$ cat src/design/osdc_pkg.sv
// ----------------------------------------------------------------------------
// osdc_pkg
// Types and constants shared by the OSD canvas controller and datapath.
// ----------------------------------------------------------------------------
`default_nettype none

package osdc_pkg;

	localparam int DEF_MAX_WIDTH  = 256;
	localparam int DEF_MAX_HEIGHT = 256;

	localparam int CFG_W    = 9;   // size register width
	localparam int CFG_IDX_W = 2;  // register index width
	localparam int EDGE_W   = 16;
	localparam int COLOR_W  = 32;
	localparam int THICK_W  = 16;
	localparam int RDC_W    = 8;   // read column / row width
	localparam int PIX_W    = 16;
	localparam int CRD_W    = 13;  // clipped coordinate width
	localparam int SUM_W    = 17;  // coordinate plus thickness

	localparam logic [CFG_W-1:0] CFG_SIZE_RST = 9'd256;

	typedef enum logic [1:0] {
		ACT_CLEAR = 2'd0,
		ACT_DRAW  = 2'd1,
		ACT_READ  = 2'd2,
		ACT_NONE  = 2'd3
	} act_t;

	typedef enum logic [CFG_IDX_W-1:0] {
		REG_WIDTH  = 2'd0,
		REG_HEIGHT = 2'd1,
		REG_RSVD2  = 2'd2,
		REG_RSVD3  = 2'd3
	} reg_idx_t;

	typedef enum logic [1:0] {
		BAND_TOP    = 2'd0,
		BAND_BOTTOM = 2'd1,
		BAND_LEFT   = 2'd2,
		BAND_RIGHT  = 2'd3
	} band_t;

	typedef enum logic [2:0] {
		ST_IDLE,
		ST_INIT,
		ST_CLR,
		ST_CLIP,
		ST_BAND,
		ST_SCAN,
		ST_RD,
		ST_FIN
	} st_t;

	typedef struct packed {
		logic  capture;
		logic  clr_step;
		logic  clip;
		logic  box_load;
		logic  pix_write;
		logic  result_load;
		band_t band;
	} dp_cmd_t;

	typedef struct packed {
		logic clr_last;
		logic rect_empty;
		logic box_empty;
		logic scan_last;
	} dp_sts_t;

endpackage

`default_nettype wire

$ cat src/design/osdc_ctrl.sv
// ----------------------------------------------------------------------------
// osdc_ctrl
// Sequencer: clear sweep, clip, four band scans, pixel read, result issue.
// ----------------------------------------------------------------------------
`default_nettype none

module osdc_ctrl (
	input  wire logic               clk,
	input  wire logic               arst_n,
	input  wire logic               start,
	input  wire logic [1:0]         action,
	input  wire osdc_pkg::dp_sts_t  sts,
	output osdc_pkg::dp_cmd_t       cmd,
	output logic                    busy
);

	osdc_pkg::st_t   state_q, state_d;
	osdc_pkg::band_t band_q, band_d;

	always_ff @(posedge clk or negedge arst_n) begin
		if (!arst_n) begin
			state_q <= osdc_pkg::ST_INIT;
			band_q  <= osdc_pkg::BAND_TOP;
		end else begin
			state_q <= state_d;
			band_q  <= band_d;
		end
	end

	always_comb begin
		osdc_pkg::band_t band_nx;
		band_nx = osdc_pkg::BAND_TOP;
		unique case (band_q)
			osdc_pkg::BAND_TOP:    band_nx = osdc_pkg::BAND_BOTTOM;
			osdc_pkg::BAND_BOTTOM: band_nx = osdc_pkg::BAND_LEFT;
			osdc_pkg::BAND_LEFT:   band_nx = osdc_pkg::BAND_RIGHT;
			osdc_pkg::BAND_RIGHT:  band_nx = osdc_pkg::BAND_TOP;
			default:               band_nx = osdc_pkg::BAND_TOP;
		endcase

		state_d = state_q;
		band_d  = band_q;
		cmd     = '0;
		cmd.band = band_q;

		unique case (state_q)
			osdc_pkg::ST_IDLE: begin
				if (start) begin
					cmd.capture = 1'b1;
					unique case (osdc_pkg::act_t'(action))
						osdc_pkg::ACT_CLEAR: state_d = osdc_pkg::ST_CLR;
						osdc_pkg::ACT_DRAW:  state_d = osdc_pkg::ST_CLIP;
						osdc_pkg::ACT_READ:  state_d = osdc_pkg::ST_RD;
						default:             state_d = osdc_pkg::ST_FIN;
					endcase
				end
			end
			osdc_pkg::ST_INIT: begin
				cmd.clr_step = 1'b1;
				if (sts.clr_last)
					state_d = osdc_pkg::ST_IDLE;
			end
			osdc_pkg::ST_CLR: begin
				cmd.clr_step = 1'b1;
				if (sts.clr_last)
					state_d = osdc_pkg::ST_FIN;
			end
			osdc_pkg::ST_CLIP: begin
				cmd.clip = 1'b1;
				band_d   = osdc_pkg::BAND_TOP;
				state_d  = osdc_pkg::ST_BAND;
			end
			osdc_pkg::ST_BAND: begin
				if (sts.rect_empty) begin
					state_d = osdc_pkg::ST_FIN;
				end else begin
					cmd.box_load = 1'b1;
					state_d      = osdc_pkg::ST_SCAN;
				end
			end
			osdc_pkg::ST_SCAN: begin
				cmd.pix_write = !sts.box_empty;
				if (sts.box_empty || sts.scan_last) begin
					if (band_q == osdc_pkg::BAND_RIGHT) begin
						state_d = osdc_pkg::ST_FIN;
					end else begin
						band_d  = band_nx;
						state_d = osdc_pkg::ST_BAND;
					end
				end
			end
			osdc_pkg::ST_RD: begin
				state_d = osdc_pkg::ST_FIN;
			end
			osdc_pkg::ST_FIN: begin
				cmd.result_load = 1'b1;
				state_d         = osdc_pkg::ST_IDLE;
			end
			default: begin
				state_d = osdc_pkg::ST_IDLE;
			end
		endcase
	end

	assign busy = (state_q != osdc_pkg::ST_IDLE);

endmodule

`default_nettype wire

$ cat config.mk
export PLATFORM = sky130hd
export DESIGN_NAME = osdc_ctrl
export DESIGN_NICKNAME = d
export VERILOG_FILES = /design/src/design/osdc_pkg.sv /design/src/design/osdc_ctrl.sv
export SDC_FILE = /design/constraint.sdc
export NUM_CORES = 1
export LEC_CHECK = 0
export BUFFER_PORTS_ARGS = -buffer_cell sky130_fd_sc_hd__clkbuf_2
export CORE_AREA = 4 4 41 43
export CTS_BUF_LIST = sky130_fd_sc_hd__clkbuf_8
export DETAILED_ROUTE_END_ITERATION = 8
export DIE_AREA = 0 0 45 47
export PLACE_DENSITY = 0.57
export SYNTH_ARGS = -nofsm -noshare
export SYNTH_HDL_FRONTEND = slang
export SYNTH_SLANG_ARGS = --single-unit
$ cat constraint.sdc
create_clock -name clk -period 1.7 [get_ports clk]
set_input_delay 0.34 -clock clk [delete_from_list [all_inputs] [get_ports clk]]
set_output_delay 0.34 -clock clk [all_outputs]
set_load 0.005 [all_outputs]
==> out/qor.txt <==
Outcome = finished, final reports clean
Top_reg_cell synth = dfrtp_1
Reg clk slew, reported paths = 0.03 ns
Core Area = 0.00130 mm²
Setup TNS = 0 ns
Fraction of layout cells with a size suffix above 1 = 36.6%
Post-DP HPWL = 789 µm
Worst hold-check path type = input pin to flip-flop
Setup Crit Path Kind = flip-flop to primary output
Worst-Skew Late Latency = 0.22 ns
Crit-path max cell delay = 0.52 ns
Syn nets = 62
DR vias/cell = 5.09
Post-synth cell types = 28
Slowest-stage cell, CP = dfrtp_1
TritonCTS Sinks = 5
Hold Path End = state_q[1]
R2r startpoint = state_q[1]
CTS root buf = clkbuf_8
LEAKAGE = 0.280 nW
CTS H-tree depth = 1
RSZ-0062 raised after global routing = no
Antenna cells = 0
Most frequent cells in the layout = clkbuf_2 (17), nor2_1 (5), inv_1 (4), o21ai_1 (4), dfrtp_1 (4)
P&R area growth vs syn = 34.2%
Data required, critical path = 1.36 ns
Wire length on met3 = 73 µm
CTS tree = built
Tcrit/Tclk final = 95.2%
Post-Route Utilization = 44.1%
Final Max Slew Viols = 0
Initial Util = 32.9%
Commonest non-fill, non-tap cell in the layout = clkbuf_2
Highest routed layer = met3
Largest net degree at the start of global routing = 14
Initial antenna violation count = 0
Slew headroom = 70.8%
Crit path launch type = flip-flop
IO buf count = 17
Routed Antenna Nets = 0
Mapped Avg Cell Area = 8.39 µm²
CP Data Arrival Time = 1.28 ns
Cells after synthesis = 51
CTS Buf Count = 3
Crit end category = primary output
Cell family with most CP delay = flip-flops
Worst clock skew = 0.000453 ns
Reg2reg end = state_q[0]
Worst-path cell chain = or3_1 > clkbuf_2
First DRT Iteration DRCs = 10
HP Start = start
Critical path fanouts, max = 13
Drt total wl = 1.00 mm
Post-synth EDFFs = 0
Synth Register Bits = 5
Die ar. = 0.00212 mm²
Power Dens Cells = 1930 mW/mm²
First-pass GRT wire length = 1.69 mm
DR pass1 iterations = 4
Worst ir drop on vdd = 1.04 mV
Die X = 45 µm
Fmax = 0.618 GHz
Routed wl met2 = 435 µm
Nets = 83
Wirelength per Cell = 11.7 µm
Final GP Congestion = 0.741
Ys async rst share = 100%
Seq/Total Area, Yosys = 29.5%
Setup violators final = 0
Number of global-route vias before repair = 390
WHS Path Cells = 3
Max Buffers Root-to-Sink = 2
Total grt overflow = 0
Measured slew at the worst slew-check pin = 0.438 ns
R2r worst-path depth = 4
WL met1 = 493 µm
Synthesized area = 428 µm²
Max Cap Viol = 0
# rows = 13
Final Hold Vio Count = 0
DIE HEIGHT = 47 µm
Yosys Warn Count = 0
Vias after detailed routing = 438
Top-level I/O count = 18
Tot GR Track Use = 10.9%
Reg-to-reg slack, setup = 0.34 ns
# DRC = 0
Tmin final = 1.62 ns
Buf/Inv on CP = 1
==> metal layers <==
metal  vias up  GRT usage, %
met3         0          5.36
li1        223             -
met2         8          16.9
met4         0             0
met5         -             0
met1       207          14.6
==> worst max path at each step <==
stage / from / cells past startpoint / endpoint
finish: state_q[1] / 2 / busy
global route: state_q[1] / 3 / cmd[2]
CTS: state_q[0] / 2 / cmd[3]
detailed placement: state_q[0] / 2 / cmd[3]
global placement: state_q[0] / 2 / cmd[3]
floorplan: state_q[0] / 3 / cmd[3]
==> registers in the layout, summed over array words and instances (netlist names) <==
signal	count
band_q	2
state_q	3
==> cells in the mapped netlist (all sizes together) (2+ instances only) <==
library cell / n / share of area (%)
a2bb2oi: 2 / 4.1
nor2: 5 / 4.4
ha: 2 / 5.8
buf: 4 / 7.9
nor4b: 2 / 4.1
mux2i: 2 / 4.7
nand2: 3 / 2.6
nor4: 2 / 4.4
inv: 4 / 3.5
dfrtp: 4 / 23
a21oi: 3 / 3.5
o21ai: 6 / 7.0
==> power breakdown <==
group	internal, W	switching (W)	total [W]
registers	0.000194	0.000133	0.000328
clock network	0.000154	0.0000537	0.000208
logic	0.000298	0.000277	0.000575
==> area by class of cell <==
| cell class | count | area (µm²) |
|---|---|---|
| fill | 147 | 727 |
| multi-input combinational | 38 | 259 |
| sequential | 5 | 126 |
| timing repair buffer | 20 | 110 |
| clock buffer | 3 | 41.3 |
| tap | 15 | 18.8 |
| inverter | 4 | 15.0 |
| clock inverter | 1 | 3.75 |
==> kinds of logic (layout without fill, tap and decap cells) <==
| kind of cell | count (synthesis) | after routing | share of synthesized area [%] |
|---|---|---|---|
| multiplexers | 2 | 2 | 4.68 |
| adder cells (fa/ha/maj) | 2 | 2 | 5.85 |
| XOR/XNOR | 1 | 1 | 2.05 |
| AND/OR/NAND/NOR | 20 | 20 | 27.5 |
| flip-flops | 5 | 5 | 29.5 |
| AO/OA/AOI/OAI | 13 | 13 | 19.0 |
| buffers and inverters | 8 | 28 | 11.4 |
==> worst min-delay path, stage by stage <==
cell      delay, ns
clkbuf_2       0.11
a21oi_1        0.07
o21ai_1        0.12
==> through the flow <==
| step | worst slack, ns | instance area (µm²) | hold WS [ns] | std cells | total power (W) |
|---|---|---|---|---|---|
| after floorplan | 0.328 | 428 | 0.0444 | 51 | 0.000753 |
| after global placement | 0.333 | 513 | 0.160 | 81 | 0.000894 |
| after detailed placement | 0.315 | 513 | 0.161 | 81 | 0.000898 |
| after CTS | 0.0800 | 568 | 0.465 | 86 | 0.00112 |
| after global routing | 0.0118 | 574 | 0.474 | 86 | 0.00123 |
| final | 0.0810 | 574 | 0.463 | 86 | 0.00111 |
==> timing repair <==
action | CTS | global route
setup endpoints to repair | 0 | 1
gates resized for setup | 0 | 1
endpoints found under the hold margin | 4 | 0
hold buffers | 1 | 0
buffers inserted | 0 | 0
Note: power is estimated with default switching activity, not from simulation.
